**config.mk**
```make
export PLATFORM = sky130hd
export DESIGN_NAME = rgb_to_hsv
export DESIGN_NICKNAME = d
export VERILOG_FILES = /design/src/design/rgbhsv_pkg.sv /design/src/design/rgbhsv_front.sv /design/src/design/rgbhsv_div.sv /design/src/design/rgbhsv_back.sv /design/src/design/rgb_to_hsv.sv
export SDC_FILE = /design/constraint.sdc
export NUM_CORES = 1
export LEC_CHECK = 0
export ABC_AREA = 1
export BUFFER_PORTS_ARGS = -buffer_cell sky130_fd_sc_hd__buf_2
export CAP_MARGIN = 20
export CORE_MARGIN = 1
export CORE_UTILIZATION = 30
export CTS_CLUSTER_DIAMETER = 40
export DETAILED_ROUTE_END_ITERATION = 16
export PLACE_DENSITY = 0.42
export SLEW_MARGIN = 20
export SYNTH_ARGS = -nofsm -noshare
export SYNTH_HDL_FRONTEND = slang
export SYNTH_SLANG_ARGS = --single-unit
```
**constraint.sdc**
```tcl
create_clock -name clk_i -period 8.5 [get_ports clk_i]
set_input_delay 1.7 -clock clk_i [delete_from_list [all_inputs] [get_ports clk_i]]
set_output_delay 1.7 -clock clk_i [all_outputs]
set_load 0.05 [all_outputs]
```
**src/design/rgbhsv_pkg.sv**
```systemverilog
// ----------------------------------------------------------------------------
// rgbhsv_pkg
// shared widths, constants and types of the rgb to hsv pixel converter
// ----------------------------------------------------------------------------
package rgbhsv_pkg;

  localparam int ChanW  = 8;
  localparam int HueW   = 15;
  localparam int SatW   = 13;
  localparam int QuotW  = 13;
  localparam int NumW   = QuotW + ChanW;
  localparam int Lanes  = 2;
  localparam int LaneHue = 0;
  localparam int LaneSat = 1;
  localparam int HueCalcW = 17;

  localparam logic [HueCalcW-1:0] GreenOffset = HueCalcW'(7680);
  localparam logic [HueCalcW-1:0] BlueOffset  = HueCalcW'(15360);
  localparam logic [HueCalcW-1:0] FullTurn    = HueCalcW'(23040);

  typedef enum logic [1:0] {
    SecRed,
    SecGreen,
    SecBlue
  } sector_e;

  // per-item info that rides alongside the divider lanes
  typedef struct packed {
    sector_e            sector;
    logic               neg;
    logic               gray;
    logic [ChanW-1:0]   vmax;
  } side_t;

  // one long-division lane: partial remainder, numerator bits turning into
  // quotient bits, divisor
  typedef struct packed {
    logic [ChanW-1:0] rem;
    logic [QuotW-1:0] wq;
    logic [ChanW-1:0] den;
  } div_lane_t;

  typedef div_lane_t [Lanes-1:0] div_lanes_t;

endpackage

```
**src/design/rgbhsv_front.sv**
```systemverilog
// ----------------------------------------------------------------------------
// rgbhsv_front
// max/min, sector pick and divider operand setup, one register stage
// ----------------------------------------------------------------------------
module rgbhsv_front (
  input  logic                      clk_i,
  input  logic                      rst_ni,
  input  logic                      in_valid_i,
  output logic                      in_ready_o,
  input  logic [rgbhsv_pkg::ChanW-1:0] red_i,
  input  logic [rgbhsv_pkg::ChanW-1:0] green_i,
  input  logic [rgbhsv_pkg::ChanW-1:0] blue_i,
  output logic                      out_valid_o,
  input  logic                      out_ready_i,
  output rgbhsv_pkg::div_lanes_t    lanes_o,
  output rgbhsv_pkg::side_t         side_o
);
  import rgbhsv_pkg::*;

  logic             max_r, max_g;
  logic [ChanW-1:0] vmax, vmin, delta, mag;
  logic [ChanW:0]   diff;
  logic [NumW-1:0]  hue_num, sat_num;
  sector_e          sector;
  div_lanes_t       lanes_d, lanes_q;
  side_t            side_d, side_q;
  logic             vld_q;
  logic             adv;

  always_comb begin
    // red wins ties, then green
    max_r = (red_i >= green_i) && (red_i >= blue_i);
    max_g = !max_r && (green_i >= blue_i);
    vmin  = (red_i <= green_i) ? red_i : green_i;
    vmin  = (blue_i <= vmin) ? blue_i : vmin;
    if (max_r) begin
      sector = SecRed;
      vmax   = red_i;
      diff   = {1'b0, green_i} - {1'b0, blue_i};
    end else if (max_g) begin
      sector = SecGreen;
      vmax   = green_i;
      diff   = {1'b0, blue_i} - {1'b0, red_i};
    end else begin
      sector = SecBlue;
      vmax   = blue_i;
      diff   = {1'b0, red_i} - {1'b0, green_i};
    end
    delta = vmax - vmin;
    mag   = diff[ChanW] ? ChanW'(-diff) : diff[ChanW-1:0];
    // 3840 * mag as 4096 * mag - 256 * mag
    hue_num = NumW'({mag, 12'b0}) - NumW'({mag, 8'b0});
    sat_num = NumW'({delta, 12'b0});

    lanes_d[LaneHue].rem = hue_num[NumW-1:QuotW];
    lanes_d[LaneHue].wq  = hue_num[QuotW-1:0];
    lanes_d[LaneHue].den = delta;
    lanes_d[LaneSat].rem = sat_num[NumW-1:QuotW];
    lanes_d[LaneSat].wq  = sat_num[QuotW-1:0];
    lanes_d[LaneSat].den = vmax;

    side_d.sector = sector;
    side_d.neg    = diff[ChanW];
    side_d.gray   = (delta == '0);
    side_d.vmax   = vmax;
  end

  assign adv        = !vld_q || out_ready_i;
  assign in_ready_o = adv;

  always_ff @(posedge clk_i or negedge rst_ni) begin
    if (!rst_ni) begin
      vld_q <= 1'b0;
    end else if (adv) begin
      vld_q <= in_valid_i;
    end
  end

  always_ff @(posedge clk_i) begin
    if (adv && in_valid_i) begin
      lanes_q <= lanes_d;
      side_q  <= side_d;
    end
  end

  assign out_valid_o = vld_q;
  assign lanes_o     = lanes_q;
  assign side_o      = side_q;

endmodule

```
**src/design/rgbhsv_div.sv**
```systemverilog
// ----------------------------------------------------------------------------
// rgbhsv_div
// two-lane pipelined restoring divider, one quotient bit per stage
// ----------------------------------------------------------------------------
module rgbhsv_div (
  input  logic                   clk_i,
  input  logic                   rst_ni,
  input  logic                   in_valid_i,
  output logic                   in_ready_o,
  input  rgbhsv_pkg::div_lanes_t lanes_i,
  input  rgbhsv_pkg::side_t      side_i,
  output logic                   out_valid_o,
  input  logic                   out_ready_i,
  output rgbhsv_pkg::div_lanes_t lanes_o,
  output rgbhsv_pkg::side_t      side_o
);
  import rgbhsv_pkg::*;

  function automatic div_lane_t div_step(div_lane_t a);
    logic [ChanW:0] t;
    logic [ChanW:0] s;
    div_lane_t      r;
    t     = {a.rem, a.wq[QuotW-1]};
    s     = t - {1'b0, a.den};
    r.den = a.den;
    if (t >= {1'b0, a.den}) begin
      r.rem = s[ChanW-1:0];
      r.wq  = {a.wq[QuotW-2:0], 1'b1};
    end else begin
      r.rem = t[ChanW-1:0];
      r.wq  = {a.wq[QuotW-2:0], 1'b0};
    end
    return r;
  endfunction

  div_lanes_t lanes_q [QuotW];
  side_t      side_q  [QuotW];
  logic       vld_q   [QuotW];
  logic       rdy     [QuotW+1];

  assign rdy[QuotW] = out_ready_i;
  assign in_ready_o = rdy[0];

  for (genvar k = 0; k < QuotW; k++) begin : g_stage
    div_lanes_t lanes_in;
    div_lanes_t lanes_d;
    side_t      side_in;
    logic       vld_in;

    if (k == 0) begin : g_first
      assign lanes_in = lanes_i;
      assign side_in  = side_i;
      assign vld_in   = in_valid_i;
    end else begin : g_next
      assign lanes_in = lanes_q[k-1];
      assign side_in  = side_q[k-1];
      assign vld_in   = vld_q[k-1];
    end

    always_comb begin
      lanes_d[LaneHue] = div_step(lanes_in[LaneHue]);
      lanes_d[LaneSat] = div_step(lanes_in[LaneSat]);
    end

    assign rdy[k] = !vld_q[k] || rdy[k+1];

    always_ff @(posedge clk_i or negedge rst_ni) begin
      if (!rst_ni) begin
        vld_q[k] <= 1'b0;
      end else if (rdy[k]) begin
        vld_q[k] <= vld_in;
      end
    end

    always_ff @(posedge clk_i) begin
      if (rdy[k] && vld_in) begin
        lanes_q[k] <= lanes_d;
        side_q[k]  <= side_in;
      end
    end
  end

  assign out_valid_o = vld_q[QuotW-1];
  assign lanes_o     = lanes_q[QuotW-1];
  assign side_o      = side_q[QuotW-1];

endmodule

```
**src/design/rgbhsv_back.sv**
```systemverilog
// ----------------------------------------------------------------------------
// rgbhsv_back
// floor correction, sector offset, wrap and gray zeroing into output register
// ----------------------------------------------------------------------------
module rgbhsv_back (
  input  logic                         clk_i,
  input  logic                         rst_ni,
  input  logic                         in_valid_i,
  output logic                         in_ready_o,
  input  rgbhsv_pkg::div_lanes_t       lanes_i,
  input  rgbhsv_pkg::side_t            side_i,
  output logic                         out_valid_o,
  input  logic                         out_ready_i,
  output logic [rgbhsv_pkg::HueW-1:0]  hue_o,
  output logic [rgbhsv_pkg::SatW-1:0]  saturation_o,
  output logic [rgbhsv_pkg::ChanW-1:0] brightness_o
);
  import rgbhsv_pkg::*;

  logic [HueCalcW-1:0] offset, qc, h0, h1;
  logic [HueW-1:0]     hue_d, hue_q;
  logic [SatW-1:0]     sat_d, sat_q;
  logic [ChanW-1:0]    bri_q;
  logic                vld_q;
  logic                adv;

  always_comb begin
    case (side_i.sector)
      SecRed:   offset = '0;
      SecGreen: offset = GreenOffset;
      SecBlue:  offset = BlueOffset;
      default:  offset = '0;
    endcase
    // negative quotient rounds toward minus infinity: bump magnitude on remainder
    qc = HueCalcW'(lanes_i[LaneHue].wq)
       + HueCalcW'(side_i.neg && (lanes_i[LaneHue].rem != '0));
    h0 = side_i.neg ? (offset - qc) : (offset + qc);
    h1 = h0[HueCalcW-1] ? (h0 + FullTurn) : h0;
    hue_d = side_i.gray ? '0 : h1[HueW-1:0];
    sat_d = side_i.gray ? '0 : lanes_i[LaneSat].wq[SatW-1:0];
  end

  assign adv        = !vld_q || out_ready_i;
  assign in_ready_o = adv;

  always_ff @(posedge clk_i or negedge rst_ni) begin
    if (!rst_ni) begin
      vld_q <= 1'b0;
    end else if (adv) begin
      vld_q <= in_valid_i;
    end
  end

  always_ff @(posedge clk_i) begin
    if (adv && in_valid_i) begin
      hue_q <= hue_d;
      sat_q <= sat_d;
      bri_q <= side_i.vmax;
    end
  end

  assign out_valid_o  = vld_q;
  assign hue_o        = hue_q;
  assign saturation_o = sat_q;
  assign brightness_o = bri_q;

endmodule

```
**src/design/rgb_to_hsv.sv**
```systemverilog
// stages from input to output (the 13-stage divider sets the depth):
// 1 operand stage, 13 divider stages, 1 output stage
// throughput: one item per cycle while the output is not stalled
// reset: asynchronous active-low reset empties every stage, no item in flight
// ----------------------------------------------------------------------------
// rgb_to_hsv
// pipelined rgb to hsv pixel converter
// ----------------------------------------------------------------------------
module rgb_to_hsv (
  input  logic                         clk_i,
  input  logic                         rst_ni,
  input  logic                         in_valid_i,
  output logic                         in_ready_o,
  input  logic [rgbhsv_pkg::ChanW-1:0] red_i,
  input  logic [rgbhsv_pkg::ChanW-1:0] green_i,
  input  logic [rgbhsv_pkg::ChanW-1:0] blue_i,
  output logic                         out_valid_o,
  input  logic                         out_ready_i,
  output logic [rgbhsv_pkg::HueW-1:0]  hue_o,
  output logic [rgbhsv_pkg::SatW-1:0]  saturation_o,
  output logic [rgbhsv_pkg::ChanW-1:0] brightness_o
);
  import rgbhsv_pkg::*;

  div_lanes_t fr_lanes, dv_lanes;
  side_t      fr_side, dv_side;
  logic       fr_valid, fr_ready, dv_valid, dv_ready;

  rgbhsv_front u_front (
    .clk_i       (clk_i),
    .rst_ni      (rst_ni),
    .in_valid_i  (in_valid_i),
    .in_ready_o  (in_ready_o),
    .red_i       (red_i),
    .green_i     (green_i),
    .blue_i      (blue_i),
    .out_valid_o (fr_valid),
    .out_ready_i (fr_ready),
    .lanes_o     (fr_lanes),
    .side_o      (fr_side)
  );

  rgbhsv_div u_div (
    .clk_i       (clk_i),
    .rst_ni      (rst_ni),
    .in_valid_i  (fr_valid),
    .in_ready_o  (fr_ready),
    .lanes_i     (fr_lanes),
    .side_i      (fr_side),
    .out_valid_o (dv_valid),
    .out_ready_i (dv_ready),
    .lanes_o     (dv_lanes),
    .side_o      (dv_side)
  );

  rgbhsv_back u_back (
    .clk_i        (clk_i),
    .rst_ni       (rst_ni),
    .in_valid_i   (dv_valid),
    .in_ready_o   (dv_ready),
    .lanes_i      (dv_lanes),
    .side_i       (dv_side),
    .out_valid_o  (out_valid_o),
    .out_ready_i  (out_ready_i),
    .hue_o        (hue_o),
    .saturation_o (saturation_o),
    .brightness_o (brightness_o)
  );

endmodule

```
After elaboration in Yosys (flattened, before gate mapping)
Memories as Yosys holds them, arrays and structs flattened.
Index checks and enable logic that the tools add are counted.
- output and inout bits: 38
- memories kept: 2
- memory bits (writable): 910
- register bits: 100
- input bits: 28
- word-level logic and storage cells: 212
- memory list (memory ; words ; width ; rd ports ; clocked after memory_dff ; write ports ; line ; source):
    u_div.lanes_q ; 13 ; 58 ; 13 ; 0 ; 13 ; rgbhsv_div.sv:36 ; div_lanes_t lanes_q [QuotW];
    u_div.side_q ; 13 ; 12 ; 13 ; 0 ; 13 ; rgbhsv_div.sv:37 ; side_t side_q [QuotW];
- equal/unequal tests: 2
- mux-type cells: 63
- magnitude comparators: 31
- add/subtract/negate cells: 36
- reduce and logical (&&, ||, !) cells: 51
- operator list (cell ; number):
    21-bit two-way mux ; 26
    9-bit by 8-bit >= comparator with 1-bit output ; 25
    8-bit subtractor ; 27
    8-bit two-way mux ; 5
    8-bit >= comparator ; 4
    14-bit case mux with 2 select lines ; 1
    8-bit by 8-bit subtractor with 9-bit output ; 3
    1-bit two-way mux ; 26
    20-bit by 16-bit subtractor with 21-bit output ; 1
    1-bit logical AND ; 18
    9-bit two-way mux ; 2
    14-bit by 17-bit adder with 17-bit output ; 1
    17-bit two-way mux ; 1
    14-bit by 17-bit subtractor with 17-bit output ; 1
    8-bit <= comparator ; 2
    1-bit logical NOT ; 16
    15-bit adder, second input constant ; 1
    1-bit logical OR ; 15
    15-bit two-way mux ; 1
    13-bit by 1-bit adder with 14-bit output ; 1
    8-bit logical NOT ; 1
    8-bit negation ; 1
    8-bit nonzero test ; 1
    2-bit by 1-bit equality test with 1-bit output, second input constant ; 1
    2 further kinds ; 2

Depth between registers and ports, before layout
Gate-level depths: netlist of run 1.
- depth in word-level cells: 18
- gate-level depth with buffers: 37
- mapped depth without buffers: 35

Hierarchy
Synthesis of run 1 repeated with hierarchy kept, for this count alone.
- cell total of the unflattened synthesis: 3726
- area total of the unflattened synthesis: 46333.2 um^2
- by module, submodules not included (module ; times used ; cells an instance ; seq. area each (um^2) ; area each (um^2)):
    rgbhsv_div ; 1 ; 2865 ; 27651.5 ; 39444.1
    rgbhsv_front ; 1 ; 554 ; 1016.0 ; 4319.1
    rgbhsv_back ; 1 ; 307 ; 1106.1 ; 2570.0

Worst setup path after synthesis of run 1
Ideal clock, no wire load.
- path kind: input port to flip-flop
- start point: in green_i[6] (netlist name)
- end point: reg u_front.side_q, in the netlist u_front.side_o[8] (data pin)
- required time: 8.324 ns
- arrival time: 5.715 ns
- stages: 30
- path buffers: 2
- setup time: 0.176 ns
- path slack: 2.609 ns
- path through: inv_1 ha_1 nand2_1 nand2_1 a21oi_1 nand3_1 nand2_1 clkbuf_1 o21ai_0 ha_1 inv_1 nor2_1 nor2_1 o21ai_0 nand2_1 o211ai_1 nand2_1 inv_1 clkbuf_1 nand2_1 o21ai_0 ha_1 inv_1 fa_1 a31oi_1 nor2_1 o21ai_0 nand2_1 xor2_1 nor4_1
- RTL lines (item ; line ; source):
    start, declared ; rgb_to_hsv.sv:15 ; input logic [rgbhsv_pkg::ChanW-1:0] green_i,
    end signal, assigned ; rgbhsv_front.sv:82 ; side_q <= side_d;
    end, declared ; rgbhsv_front.sv:26 ; side_t side_d, side_q;

Worst setup path in the final report of run 1
- start point: in out_ready_i
- end point: out in_ready_o
- longest elaborated chain between the ends: 15
- RTL lines (item ; line ; source):
    start, declared ; rgb_to_hsv.sv:18 ; input logic out_ready_i,
    1-bit logical OR ; rgbhsv_back.sv:43 ; assign adv = !vld_q || out_ready_i;
    1-bit logical OR (13 in series) ; rgbhsv_div.sv:65 ; assign rdy[k] = !vld_q[k] || rdy[k+1];
    1-bit logical OR ; rgbhsv_front.sv:68 ; assign adv = !vld_q || out_ready_i;
    end, declared ; rgb_to_hsv.sv:13 ; output logic in_ready_o,
No other way between the ends.

==> results of run 1 <==
[per-stage QoR]
stage,std cells,area (um2),utilization [%]
global route,5058,42550,35.89
global placement,4830,38410,32.40
floorplan,3183,36060,-
finish,5058,42550,35.89
detailed placement,4830,38410,32.40
CTS,5056,42530,35.88
[power by group through the flow]
stage	clock network [uW]	registers, uW	logic, uW
after floorplan	0	6950	5070
after global placement	0	6970	6790
after detailed placement	0	6980	6820
after CTS	4970	6920	6850
after global routing	5130	7060	7770
final	4810	6870	6700
[flip-flops by register name, summed over array words and instances (netlist names)]
signal                cells
u_div.lanes_q           488
u_div.side_q            156
u_front.lanes_o          29
u_back.hue_o             15
u_back.saturation_o      13
u_div.g_stage.vld_in     12
u_back.brightness_o       8
u_front.side_o            4
u_back.out_valid_o        1
u_div.out_valid_o         1
u_front.out_valid_o       1
[placed cells by master, fill, tap and decap left out, types with 12 or more instances in the layout]
| cell | synthesis | layout |
|---|---|---|
| sky130_fd_sc_hd__inv_6 | 0 | 14 |
| sky130_fd_sc_hd__a21oi_1 | 192 | 189 |
| sky130_fd_sc_hd__clkbuf_16 | 0 | 121 |
| sky130_fd_sc_hd__buf_4 | 0 | 18 |
| sky130_fd_sc_hd__nor2_1 | 341 | 337 |
| sky130_fd_sc_hd__dfrtp_1 | 15 | 15 |
| sky130_fd_sc_hd__nor4_1 | 12 | 12 |
| sky130_fd_sc_hd__clkinv_4 | 0 | 18 |
| sky130_fd_sc_hd__nand3_1 | 86 | 86 |
| sky130_fd_sc_hd__clkbuf_1 | 27 | 17 |
| sky130_fd_sc_hd__o21ai_0 | 211 | 211 |
| sky130_fd_sc_hd__nand2_1 | 384 | 384 |
| sky130_fd_sc_hd__xor2_1 | 117 | 117 |
| sky130_fd_sc_hd__edfxtp_1 | 713 | 713 |
| sky130_fd_sc_hd__a31oi_1 | 19 | 19 |
| sky130_fd_sc_hd__fa_1 | 30 | 30 |
| sky130_fd_sc_hd__buf_2 | 4 | 65 |
| sky130_fd_sc_hd__xnor2_1 | 36 | 36 |
| sky130_fd_sc_hd__clkinvlp_4 | 0 | 12 |
| sky130_fd_sc_hd__o31ai_1 | 20 | 20 |
| sky130_fd_sc_hd__clkinv_1 | 1 | 13 |
| sky130_fd_sc_hd__o22ai_1 | 17 | 17 |
| sky130_fd_sc_hd__inv_2 | 9 | 13 |
| sky130_fd_sc_hd__nor3_1 | 36 | 36 |
| sky130_fd_sc_hd__nand2_2 | 12 | 12 |
| sky130_fd_sc_hd__nand4_1 | 26 | 26 |
| sky130_fd_sc_hd__inv_1 | 514 | 508 |
| sky130_fd_sc_hd__ha_1 | 268 | 268 |
[worst paths after layout]
kind | start | endpoint | slack [ns] | cells after the start
setup / recovery | out_ready_i | in_ready_o | 2.42 | 20
hold / removal | u_div.lanes_q[1][128] | u_div.lanes_q[1][187] | 0.38 | 0
setup reg to reg | u_div.side_q[1][57] | u_back.hue_o[14] | 3.72 | 25
hold reg to reg | u_div.lanes_q[1][128] | u_div.lanes_q[1][187] | 0.38 | 0
max in group asynchronous | rst_ni | u_div.out_valid_o | 7.27 | 1
min in group asynchronous | rst_ni | u_div.g_stage[6].vld_in | 0.93 | 1
[layer usage]
metal	part of all wire [%]	global-route usage, %	wire [um]	vias up
met4	2.1	3.831	1442	0
li1	-	-	-	11310
met1	42	12.58	28850	9934
met2	53	21.87	36510	266
met3	3.4	2.092	2324	105
met5	0	0	0	-
[worst max-delay path: stages]
cell and delay [ns]:
sky130_fd_sc_hd__buf_2 0.10, sky130_fd_sc_hd__nor2_1 0.21, sky130_fd_sc_hd__inv_1 0.09, sky130_fd_sc_hd__nor2_1 0.09, sky130_fd_sc_hd__inv_1 0.07, sky130_fd_sc_hd__nor2_2 0.09
sky130_fd_sc_hd__inv_2 0.06, sky130_fd_sc_hd__nor2_2 0.22, sky130_fd_sc_hd__nand2_1 0.13, sky130_fd_sc_hd__nor2_2 0.13, sky130_fd_sc_hd__nand2_2 0.09, sky130_fd_sc_hd__nor2_2 0.24
sky130_fd_sc_hd__nand2_1 0.11, sky130_fd_sc_hd__nor2_1 0.17, sky130_fd_sc_hd__nand2_2 0.10, sky130_fd_sc_hd__nor2_2 0.23, sky130_fd_sc_hd__nand2_1 0.13, sky130_fd_sc_hd__nor2_2 0.13
sky130_fd_sc_hd__nand2_2 0.07, sky130_fd_sc_hd__buf_2 0.21
[final cells by class]
cell class / instances / share of cell area, %
sequential: 728 / 51.20
multi-input combinational: 1894 / 28.66
clock buffer: 138 / 7.266
tap: 1600 / 4.705
inverter: 526 / 4.652
clock inverter: 88 / 2.417
timing repair buffer: 84 / 1.100
[logic make-up after synthesis]
group | count (synthesis) | share of synthesized area (%)
and+or+nand+nor | 944 | 11.40
DFF | 728 | 60.42
buffers and inverters | 561 | 5.965
AOI/OAI and AO/OA | 499 | 7.537
adders and majority gates | 298 | 10.97
xor gates and xnor gates | 153 | 3.716
==> flow_results.xml, run 1 <==
<?xml version="1.0" encoding="UTF-8"?>
<metrics>
  <group name="worst_setup_path">
    <metric name="path_max_fanout" unit="">4</metric>
    <metric name="path_class" unit="">in -&gt; out</metric>
    <metric name="critical_path_required" unit="ns">6.80</metric>
    <metric name="cp_launch_type" unit="">primary input</metric>
    <metric name="cp-end-kind" unit="">output port</metric>
    <metric name="critPathArrivalTime" unit="ns">4.38</metric>
  </group>
  <group name="flow_run">
    <metric name="cap_viol_max_count" unit="">0</metric>
  </group>
  <group name="timing">
    <metric name="clock-skew-final" unit="ns">0.05814</metric>
    <metric name="timing_max_transition_violations_final" unit="">0</metric>
    <metric name="tns" unit="ns">0</metric>
    <metric name="worst_setup_slack_after_layout" unit="ns">2.423</metric>
    <metric name="max_clock_freq" unit="MHz">164.6</metric>
    <metric name="slew_headroom" unit="%">44.82</metric>
    <metric name="unrepaired_setup_endpoints_after_global_routing" unit="">false</metric>
    <metric name="worst_slew_pin_slew" unit="ns">0.8277</metric>
    <metric name="hold_violations" unit="">0</metric>
    <metric name="holdWs" unit="ns">0.3764</metric>
    <metric name="final.period_utilization" unit="%">71.50</metric>
    <metric name="finalWorstPathRequiredPeriod" unit="ns">6.077</metric>
    <metric name="finalSetupViolations" unit="">0</metric>
  </group>
  <group name="placed_design">
    <metric name="io_buffer_count" unit="">65</metric>
    <metric name="detailedPlace.worstSlack" unit="ns">2.003</metric>
    <metric name="place_congestion" unit="">0.8640</metric>
    <metric name="post-dp-hpwl" unit="um">51770</metric>
  </group>
  <group name="grt">
    <metric name="number_of_antenna_violations_at_the_first_check_in_global_routing" unit="">0</metric>
    <metric name="grt_util_all_layers" unit="%">11.45</metric>
    <metric name="grt_max_degree" unit="">57</metric>
    <metric name="gr-total-overflow" unit="">0</metric>
    <metric name="grt_pass1_vias" unit="">22040</metric>
    <metric name="grt_first_pass_wirelength" unit="um">112000</metric>
  </group>
  <group name="final_layout">
    <metric name="fillers" unit="">11780</metric>
    <metric name="ff_latch_area" unit="um2">21790</metric>
    <metric name="antennaDiodeCount" unit="">0</metric>
    <metric name="multi_input_comb_area" unit="um2">12190</metric>
    <metric name="finish.net_count" unit="">3681</metric>
    <metric name="synthToLayoutAreaGrowth" unit="%">18.00</metric>
    <metric name="fraction_of_layout_instances_using_a_drive_strength_above_1" unit="%">10.58</metric>
  </group>
  <group name="floorplan">
    <metric name="fp.dieW" unit="um">348.7</metric>
    <metric name="fp.dieArea" unit="um2">121600</metric>
    <metric name="effective_utilization_at_floorplan" unit="%">30.42</metric>
    <metric name="core.rowCount" unit="">126</metric>
    <metric name="design.core.area" unit="um2">118600</metric>
    <metric name="die_h" unit="um">348.7</metric>
    <metric name="i_o_pin_total" unit="">66</metric>
  </group>
  <group name="logic_synthesis">
    <metric name="ys_async_sr_fraction" unit="%">2.060</metric>
    <metric name="synth.top_cells.by_count" unit="">sky130_fd_sc_hd__edfxtp_1 (713), sky130_fd_sc_hd__inv_1 (514), sky130_fd_sc_hd__nand2_1 (384)</metric>
    <metric name="yosys-top-cells-area" unit="">sky130_fd_sc_hd__edfxtp_1 (59%), sky130_fd_sc_hd__ha_1 (9.3%), sky130_fd_sc_hd__inv_1 (5.4%)</metric>
    <metric name="yosysWarnings" unit="">0</metric>
    <metric name="syn_area_per_cell" unit="um2">11.33</metric>
    <metric name="synth_sequential_area_ratio" unit="%">60.42</metric>
    <metric name="net_count_of_the_mapped_netlist" unit="">3509</metric>
    <metric name="ys_ff_latch" unit="">728</metric>
    <metric name="post_synth_inst_count" unit="">3183</metric>
    <metric name="synth-main-ff-cell" unit="">sky130_fd_sc_hd__edfxtp_1</metric>
    <metric name="cell_with_the_most_instances_after_synthesis" unit="">sky130_fd_sc_hd__edfxtp_1</metric>
    <metric name="synth-edff-count" unit="">713</metric>
    <metric name="cell_taking_the_most_area_after_synthesis" unit="">sky130_fd_sc_hd__edfxtp_1</metric>
    <metric name="synth_top_area_share" unit="%">59.38</metric>
    <metric name="synth_cell_type_count" unit="">53</metric>
    <metric name="synthesis.area" unit="um2">36060</metric>
  </group>
  <group name="clock_tree">
    <metric name="cts.repair.resized" unit="">0</metric>
    <metric name="htree_levels" unit="">3</metric>
    <metric name="cts_inserted_buffers" unit="">121</metric>
    <metric name="post_cts_setup_buffer_count" unit="">0</metric>
    <metric name="tritoncts" unit="">yes</metric>
    <metric name="worst_skew_pair.late_latency" unit="ns">0.70</metric>
    <metric name="clock_tree.root_cell" unit="">sky130_fd_sc_hd__clkbuf_16</metric>
    <metric name="numClockSinks" unit="">728</metric>
    <metric name="cts.clk_slew.worst_paths" unit="ns">0.05</metric>
    <metric name="clockBufferDepth" unit="">3</metric>
    <metric name="postCtsHoldBufs" unit="">0</metric>
  </group>
  <group name="power_and_ir_drop">
    <metric name="worst_ir_drop_vdd" unit="V">0.0001793</metric>
    <metric name="seq_power_share" unit="%">37.4</metric>
    <metric name="cell_internal_pwr" unit="uW">11620</metric>
    <metric name="combinationalPowerShare" unit="%">36.5</metric>
    <metric name="power_density_over_the_cells" unit="nW/um2">432.1</metric>
    <metric name="switching_share" unit="%">36.80</metric>
    <metric name="totalPowerFinal" unit="uW">18390</metric>
    <metric name="cellLeakagePower" unit="uW">0.01772</metric>
    <metric name="switchingPower" unit="uW">6767</metric>
    <metric name="share_clk_of_total_power" unit="%">26.2</metric>
  </group>
  <group name="drt">
    <metric name="wl_per_instance" unit="um">13.67</metric>
    <metric name="drt-initial-drc-count" unit="">811</metric>
    <metric name="vias_post_dr" unit="">21610</metric>
    <metric name="firstDrtPassIters" unit="">5</metric>
    <metric name="route.detailed.drc" unit="">0</metric>
    <metric name="via_per_inst" unit="">4.273</metric>
    <metric name="routed_wl" unit="um">69130</metric>
    <metric name="ant_nets" unit="">0</metric>
  </group>
  <group name="status">
    <metric name="status" unit="">complete, no violations</metric>
  </group>
  <group name="min_path">
    <metric name="min_path_type" unit="">reg -&gt; reg</metric>
  </group>
</metrics>
No activity file was read; power rests on OpenSTA's default activity.
==> run 2, diff against run 1 <==
--- a/config.mk
+++ b/config.mk
@@ -12,7 +12,7 @@
 export CORE_UTILIZATION = 30
 export CTS_CLUSTER_DIAMETER = 40
 export DETAILED_ROUTE_END_ITERATION = 16
-export PLACE_DENSITY = 0.42
+export PLACE_DENSITY = 0.44
 export SLEW_MARGIN = 20
 export SYNTH_ARGS = -nofsm -noshare
 export SYNTH_HDL_FRONTEND = slang
==> constraint.sdc (replaced) <==
create_clock -name clk_i -period 5.49 [get_ports clk_i]
set_input_delay 1.098 -clock clk_i [delete_from_list [all_inputs] [get_ports clk_i]]
set_output_delay 1.098 -clock clk_i [all_outputs]
set_load 0.05 [all_outputs]
==> run 2 against run 1 <==
  * Count of clock-buffer cells in the layout decreased by 12
  * Die area unchanged
  * Clock skew decreased by 0.029 ns
  * Critical path depth unchanged
  * Clock power increased by 60%
  * Cell count increased by 0.30%
  * Cell area increased by 0.57%
  * Sequential share of layout area decreased by 0.29 points
==> flow_results.xml, run 2 (same netlist as run 1, synthesis figures left out) <==
<?xml version="1.0" encoding="UTF-8"?>
<metrics>
  <group name="clock_tree">
    <metric name="tritoncts" unit="">yes</metric>
    <metric name="clockBufferDepth" unit="">3</metric>
    <metric name="postCtsHoldBufs" unit="">0</metric>
    <metric name="clock_tree.root_cell" unit="">sky130_fd_sc_hd__clkbuf_16</metric>
    <metric name="numClockSinks" unit="">728</metric>
    <metric name="htree_levels" unit="">3</metric>
    <metric name="worst_skew_pair.late_latency" unit="ns">0.69</metric>
    <metric name="post_cts_setup_buffer_count" unit="">0</metric>
    <metric name="cts_inserted_buffers" unit="">117</metric>
    <metric name="cts.repair.resized" unit="">0</metric>
    <metric name="cts.clk_slew.worst_paths" unit="ns">0.05</metric>
  </group>
  <group name="power_and_ir_drop">
    <metric name="combinationalPowerShare" unit="%">36.1</metric>
    <metric name="switchingPower" unit="uW">10300</metric>
    <metric name="switching_share" unit="%">36.03</metric>
    <metric name="cell_internal_pwr" unit="uW">18290</metric>
    <metric name="cellLeakagePower" unit="uW">0.01786</metric>
    <metric name="power_density_over_the_cells" unit="nW/um2">668.2</metric>
    <metric name="totalPowerFinal" unit="uW">28590</metric>
    <metric name="share_clk_of_total_power" unit="%">26.9</metric>
    <metric name="worst_ir_drop_vdd" unit="V">0.0003146</metric>
    <metric name="seq_power_share" unit="%">37.1</metric>
  </group>
  <group name="worst_setup_path">
    <metric name="path_max_fanout" unit="">4</metric>
    <metric name="r2r_slack" unit="ns">1.13</metric>
    <metric name="critPathArrivalTime" unit="ns">3.83</metric>
    <metric name="regToRegStartpoint" unit="">u_div.lanes_q[1][254]</metric>
    <metric name="r2r.worst_path.cells" unit="">21</metric>
    <metric name="critical_path_required" unit="ns">4.39</metric>
    <metric name="cp_launch_type" unit="">primary input</metric>
    <metric name="cp-end-kind" unit="">output port</metric>
    <metric name="r2r-end" unit="">u_back.hue_o[14]</metric>
    <metric name="path_class" unit="">in -&gt; out</metric>
  </group>
  <group name="timing">
    <metric name="clock-skew-final" unit="ns">0.02925</metric>
    <metric name="timing_max_transition_violations_final" unit="">0</metric>
    <metric name="finalWorstPathRequiredPeriod" unit="ns">4.926</metric>
    <metric name="holdWs" unit="ns">0.3568</metric>
    <metric name="finalSetupViolations" unit="">0</metric>
    <metric name="unrepaired_setup_endpoints_after_global_routing" unit="">false</metric>
    <metric name="hold_violations" unit="">0</metric>
    <metric name="max_clock_freq" unit="MHz">203.0</metric>
    <metric name="worst_slew_pin_slew" unit="ns">0.9981</metric>
    <metric name="slew_headroom" unit="%">33.46</metric>
    <metric name="final.period_utilization" unit="%">89.73</metric>
    <metric name="tns" unit="ns">0</metric>
  </group>
  <group name="grt">
    <metric name="grt_max_degree" unit="">59</metric>
    <metric name="grt_pass1_vias" unit="">21890</metric>
    <metric name="gr-total-overflow" unit="">0</metric>
    <metric name="number_of_antenna_violations_at_the_first_check_in_global_routing" unit="">0</metric>
    <metric name="grt_first_pass_wirelength" unit="um">109100</metric>
    <metric name="grt_util_all_layers" unit="%">11.03</metric>
  </group>
  <group name="floorplan">
    <metric name="i_o_pin_total" unit="">66</metric>
    <metric name="effective_utilization_at_floorplan" unit="%">30.42</metric>
    <metric name="fp.dieArea" unit="um2">121600</metric>
    <metric name="core.rowCount" unit="">126</metric>
    <metric name="design.core.area" unit="um2">118600</metric>
    <metric name="die_h" unit="um">348.7</metric>
    <metric name="fp.dieW" unit="um">348.7</metric>
  </group>
  <group name="status">
    <metric name="status" unit="">complete, no violations</metric>
  </group>
  <group name="final_layout">
    <metric name="layout.cells.most_common" unit="">sky130_fd_sc_hd__edfxtp_1</metric>
    <metric name="antennaDiodeCount" unit="">0</metric>
    <metric name="largest_register_ff_count" unit="">488</metric>
    <metric name="fraction_of_layout_instances_using_a_drive_strength_above_1" unit="%">11.32</metric>
    <metric name="commonest_cells_after_routing_fill_and_taps_aside" unit="">sky130_fd_sc_hd__edfxtp_1 (713), sky130_fd_sc_hd__inv_1 (508), sky130_fd_sc_hd__nand2_1 (384)</metric>
    <metric name="synthToLayoutAreaGrowth" unit="%">18.67</metric>
    <metric name="largest_reg_by_ff_count" unit="">u_div.lanes_q</metric>
    <metric name="finish.net_count" unit="">3695</metric>
  </group>
  <group name="placed_design">
    <metric name="io_buffer_count" unit="">65</metric>
    <metric name="post-dp-hpwl" unit="um">49920</metric>
    <metric name="place_congestion" unit="">0.8525</metric>
  </group>
  <group name="drt">
    <metric name="via_per_inst" unit="">4.256</metric>
    <metric name="drt-initial-drc-count" unit="">861</metric>
    <metric name="route.detailed.drc" unit="">0</metric>
    <metric name="ant_nets" unit="">0</metric>
    <metric name="routed_wl" unit="um">65700</metric>
    <metric name="vias_post_dr" unit="">21590</metric>
    <metric name="wl_per_instance" unit="um">12.95</metric>
    <metric name="firstDrtPassIters" unit="">5</metric>
  </group>
  <group name="flow_run">
    <metric name="cap_viol_max_count" unit="">0</metric>
  </group>
  <group name="min_path">
    <metric name="min_path_type" unit="">in -&gt; async</metric>
  </group>
</metrics>
==> run 2: worst max-delay path by stage <==
| stage | cells after the start | slack [ns] | from | end |
|---|---|---|---|---|
| after floorplan | 30 | 0.20 | green_i[6] | u_front.side_o[8] |
| after global placement | 31 | 0.07 | red_i[4] | u_front.side_o[8] |
| after detailed placement | 32 | 0.04 | red_i[4] | u_front.side_o[8] |
| after CTS | 20 | 0.50 | out_ready_i | in_ready_o |
| after global routing | 32 | 0.16 | green_i[2] | u_front.side_o[8] |
| final | 20 | 0.56 | out_ready_i | in_ready_o |
==> run 2: metrics by stage <==
stage	setup slack [ns]	instances	util (%)	area [um2]
floorplan	0.2014	3183	-	36060
global placement	0.07218	4850	32.53	38560
detailed placement	0.03854	4850	32.53	38560
CTS	0.5010	5073	36.08	42780
global route	0.1574	5073	36.09	42790
finish	0.5637	5073	36.09	42790
==> run 2: area by class of cell <==
class	instances	area, um2
sequential	728	21790
timing repair buffer	102	603.1
clock inverter	97	1200
inverter	526	1979
clock buffer	126	3013
multi-input combinational	1894	12210
tap	1600	2002
fill	11640	75760
==> run 2: worst max-delay path: stages <==
cell and delay, ns:
sky130_fd_sc_hd__buf_2 0.10, sky130_fd_sc_hd__nor2_1 0.22, sky130_fd_sc_hd__inv_1 0.09, sky130_fd_sc_hd__nor2_1 0.10
sky130_fd_sc_hd__inv_1 0.08, sky130_fd_sc_hd__nor2_2 0.10, sky130_fd_sc_hd__inv_2 0.06, sky130_fd_sc_hd__nor2_2 0.24
sky130_fd_sc_hd__nand2_1 0.13, sky130_fd_sc_hd__nor2_2 0.15, sky130_fd_sc_hd__nand2_2 0.10, sky130_fd_sc_hd__nor2_2 0.24
sky130_fd_sc_hd__nand2_1 0.12, sky130_fd_sc_hd__nor2_1 0.22, sky130_fd_sc_hd__nand2_2 0.12, sky130_fd_sc_hd__nor2_2 0.12
sky130_fd_sc_hd__nand2_1 0.08, sky130_fd_sc_hd__nor2_2 0.14, sky130_fd_sc_hd__nand2_2 0.09, sky130_fd_sc_hd__buf_2 0.22
==> run 2: power by group through the flow <==
stage               Combinational, uW  Clock, uW  Sequential [uW]
floorplan                        7860          0            10800
global placement                10400          0            10800
detailed placement              10500          0            10800
CTS                             10500       7910            10700
global route                    12000       8150            10900
finish                          10300       7680            10600
==> run 2: per-layer routing <==
layer  track usage, %  vias up  routed length [um]
li1                 -    11340                   -
met1            12.24     9839               27350
met2            20.51      287               34040
met3            2.108      127                2377
met4            4.475        0                1931
met5                0        -                   0
==> run 3, diff against run 2 <==
==> constraint.sdc (replaced) <==
create_clock -name clk_i -period 4.3 [get_ports clk_i]
set_input_delay 0.86 -clock clk_i [delete_from_list [all_inputs] [get_ports clk_i]]
set_output_delay 0.86 -clock clk_i [all_outputs]
set_load 0.05 [all_outputs]
==> run 3 against run 2 <==
  * Cell area grew 3.8%
  * Core utilization grew 1.4 points
  * Via count grew 3.1%
  * Sequential share of layout area shrank 1.8 points
  * Power grew 29%
  * Register-to-register slack lost 0.80 ns
  * Sequential power grew 27%
  * Critical endpoint is now u_front.side_o[8]
  * Largest power group is now combinational cells
==> flow_results.xml, run 3 (same netlist as run 1, synthesis figures left out) <==
<?xml version="1.0" encoding="UTF-8"?>
<metrics>
  <group name="status">
    <metric name="status" unit="">complete, no violations</metric>
  </group>
  <group name="worst_setup_path">
    <metric name="critical-path-max-stage-delay" unit="ns">0.29</metric>
    <metric name="critical_path_required" unit="ns">4.81</metric>
    <metric name="category_of_cells_accounting_for_the_largest_share_of_critical_path_delay" unit="">simple AND/OR/NAND/NOR gates</metric>
    <metric name="path_class" unit="">in -&gt; reg</metric>
    <metric name="critPathArrivalTime" unit="ns">4.66</metric>
    <metric name="path_common_cell" unit="">sky130_fd_sc_hd__nand2_2</metric>
    <metric name="critical-path-slowest-cell" unit="">sky130_fd_sc_hd__ha_1</metric>
    <metric name="cp-end-kind" unit="">flop</metric>
    <metric name="cp_launch_type" unit="">primary input</metric>
    <metric name="path_max_fanout" unit="">8</metric>
    <metric name="path_buf_inv" unit="">6</metric>
  </group>
  <group name="drt">
    <metric name="routed_wl" unit="um">67080</metric>
    <metric name="route.detailed.drc" unit="">0</metric>
    <metric name="wl_per_instance" unit="um">12.77</metric>
    <metric name="firstDrtPassIters" unit="">5</metric>
    <metric name="via_per_inst" unit="">4.238</metric>
    <metric name="ant_nets" unit="">0</metric>
    <metric name="vias_post_dr" unit="">22260</metric>
    <metric name="drt-initial-drc-count" unit="">792</metric>
  </group>
  <group name="clock_tree">
    <metric name="htree_levels" unit="">3</metric>
    <metric name="worst_skew_pair.late_latency" unit="ns">0.71</metric>
    <metric name="cts.clk_slew.worst_paths" unit="ns">0.06</metric>
    <metric name="clockBufferDepth" unit="">3</metric>
    <metric name="cts_inserted_buffers" unit="">119</metric>
    <metric name="tritoncts" unit="">yes</metric>
    <metric name="clock_tree.root_cell" unit="">sky130_fd_sc_hd__clkbuf_16</metric>
    <metric name="numClockSinks" unit="">728</metric>
  </group>
  <group name="timing">
    <metric name="max_clock_freq" unit="MHz">240.8</metric>
    <metric name="finalSetupViolations" unit="">0</metric>
    <metric name="worst_slew_pin_slew" unit="ns">0.9858</metric>
    <metric name="clock-skew-final" unit="ns">0.04722</metric>
    <metric name="tns" unit="ns">0</metric>
    <metric name="timing_max_transition_violations_final" unit="">0</metric>
    <metric name="slew_headroom" unit="%">34.28</metric>
    <metric name="finalWorstPathRequiredPeriod" unit="ns">4.153</metric>
    <metric name="unrepaired_setup_endpoints_after_global_routing" unit="">true</metric>
    <metric name="final.period_utilization" unit="%">96.59</metric>
    <metric name="hold_violations" unit="">0</metric>
  </group>
  <group name="power_and_ir_drop">
    <metric name="worst_ir_drop_vdd" unit="V">0.0004701</metric>
    <metric name="power_density_over_the_cells" unit="nW/um2">833.2</metric>
    <metric name="totalPowerFinal" unit="uW">36990</metric>
    <metric name="cellLeakagePower" unit="uW">0.01872</metric>
  </group>
  <group name="final_layout">
    <metric name="commonest_cells_after_routing_fill_and_taps_aside" unit="">sky130_fd_sc_hd__edfxtp_1 (713), sky130_fd_sc_hd__inv_1 (501), sky130_fd_sc_hd__nand2_1 (374)</metric>
    <metric name="finish.net_count" unit="">3877</metric>
    <metric name="largest_reg_by_ff_count" unit="">u_div.lanes_q</metric>
    <metric name="antennaDiodeCount" unit="">0</metric>
    <metric name="synthToLayoutAreaGrowth" unit="%">23.13</metric>
    <metric name="largest_register_ff_count" unit="">488</metric>
    <metric name="layout.cells.most_common" unit="">sky130_fd_sc_hd__edfxtp_1</metric>
    <metric name="fraction_of_layout_instances_using_a_drive_strength_above_1" unit="%">17.10</metric>
  </group>
  <group name="grt">
    <metric name="grt_pass1_vias" unit="">22490</metric>
    <metric name="number_of_antenna_violations_at_the_first_check_in_global_routing" unit="">0</metric>
    <metric name="grt_util_all_layers" unit="%">11.10</metric>
    <metric name="grt_first_pass_wirelength" unit="um">109800</metric>
    <metric name="gr-total-overflow" unit="">0</metric>
    <metric name="grt_max_degree" unit="">61</metric>
  </group>
  <group name="placed_design">
    <metric name="post-dp-hpwl" unit="um">51280</metric>
    <metric name="io_buffer_count" unit="">65</metric>
    <metric name="place_congestion" unit="">0.8309</metric>
  </group>
  <group name="floorplan">
    <metric name="fp.dieArea" unit="um2">121600</metric>
    <metric name="fp.dieW" unit="um">348.7</metric>
    <metric name="die_h" unit="um">348.7</metric>
    <metric name="design.core.area" unit="um2">118600</metric>
    <metric name="effective_utilization_at_floorplan" unit="%">30.42</metric>
    <metric name="i_o_pin_total" unit="">66</metric>
    <metric name="core.rowCount" unit="">126</metric>
  </group>
  <group name="min_path">
    <metric name="min_path_type" unit="">in -&gt; async</metric>
  </group>
  <group name="flow_run">
    <metric name="cap_viol_max_count" unit="">0</metric>
  </group>
</metrics>
[run 3: worst paths after layout]
kind | start | endpoint | slack, ns | cells past startpoint
max in group asynchronous | rst_ni | u_div.g_stage[2].vld_in | 3.87 | 1
setup / recovery | green_i[7] | u_front.side_o[8] | 0.15 | 33
hold / removal | rst_ni | u_div.g_stage[11].vld_in | 0.08 | 1
min in group clk_i | u_div.lanes_q[0][271] | u_div.lanes_q[0][330] | 0.38 | 0
setup reg to reg | u_div.lanes_q[1][254] | u_back.hue_o[13] | 0.33 | 22
hold reg to reg | u_div.lanes_q[0][271] | u_div.lanes_q[0][330] | 0.38 | 0
[run 3: final cells by class]
class                      instances  area, um2
clock inverter                    97       1117
tap                             1600       2002
inverter                         526       1982
timing repair buffer             280       1987
multi-input combinational       1895      12510
timing repair inverter             1      7.507
clock buffer                     127       3008
fill                           11700      74160
sequential                       728      21790
[run 3: stage by stage]
step / util, % / instance area (um2) / setup slack (ns) / cells / hold WS (ns)
finish: 37.45 / 44400 / 0.1467 / 5254 / 0.08493
global route: 37.45 / 44400 / -0.1168 / 5254 / 0.07218
CTS: 37.17 / 44070 / 0.01557 / 5241 / 0.05031
detailed placement: 33.70 / 39950 / -0.5816 / 5017 / 0.4045
global placement: 33.69 / 39940 / -0.5726 / 5016 / 0.4002
floorplan: - / 36200 / -0.2797 / 3183 / 0.4003
[run 3: power by group]
| part | internal [uW] | switching, uW |
|---|---|---|
| clock | 5830 | 3660 |
| combinational | 5370 | 8620 |
| sequential | 12300 | 1260 |
| total | 23500 | 13500 |
[run 3: worst register-to-register path, delay by kind of cell, from the launching register on]
family                     cells  cell delay (ns)
AOI/OAI and AO/OA              2             0.20
buffers and inverters          4             0.33
DFF                            1             0.38
adders and majority gates      4             1.06
and+or+nand+nor               12             1.70
[run 3: repair_timing]
action	in CTS	in global routing
buffers inserted	0	11
hold buffers	0	0
resized for setup	0	64
setup endpoints to repair	0	12
hold endpoints to repair	0	0
[run 3: routing by layer]
layer / GRT usage [%] / vias up / share of wire, %
li1: - / 11700 / -
met1: 12.23 / 10150 / 42
met2: 20.59 / 275 / 51
met3: 2.278 / 140 / 3.3
met4: 4.511 / 0 / 3.6
met5: 0 / - / 0
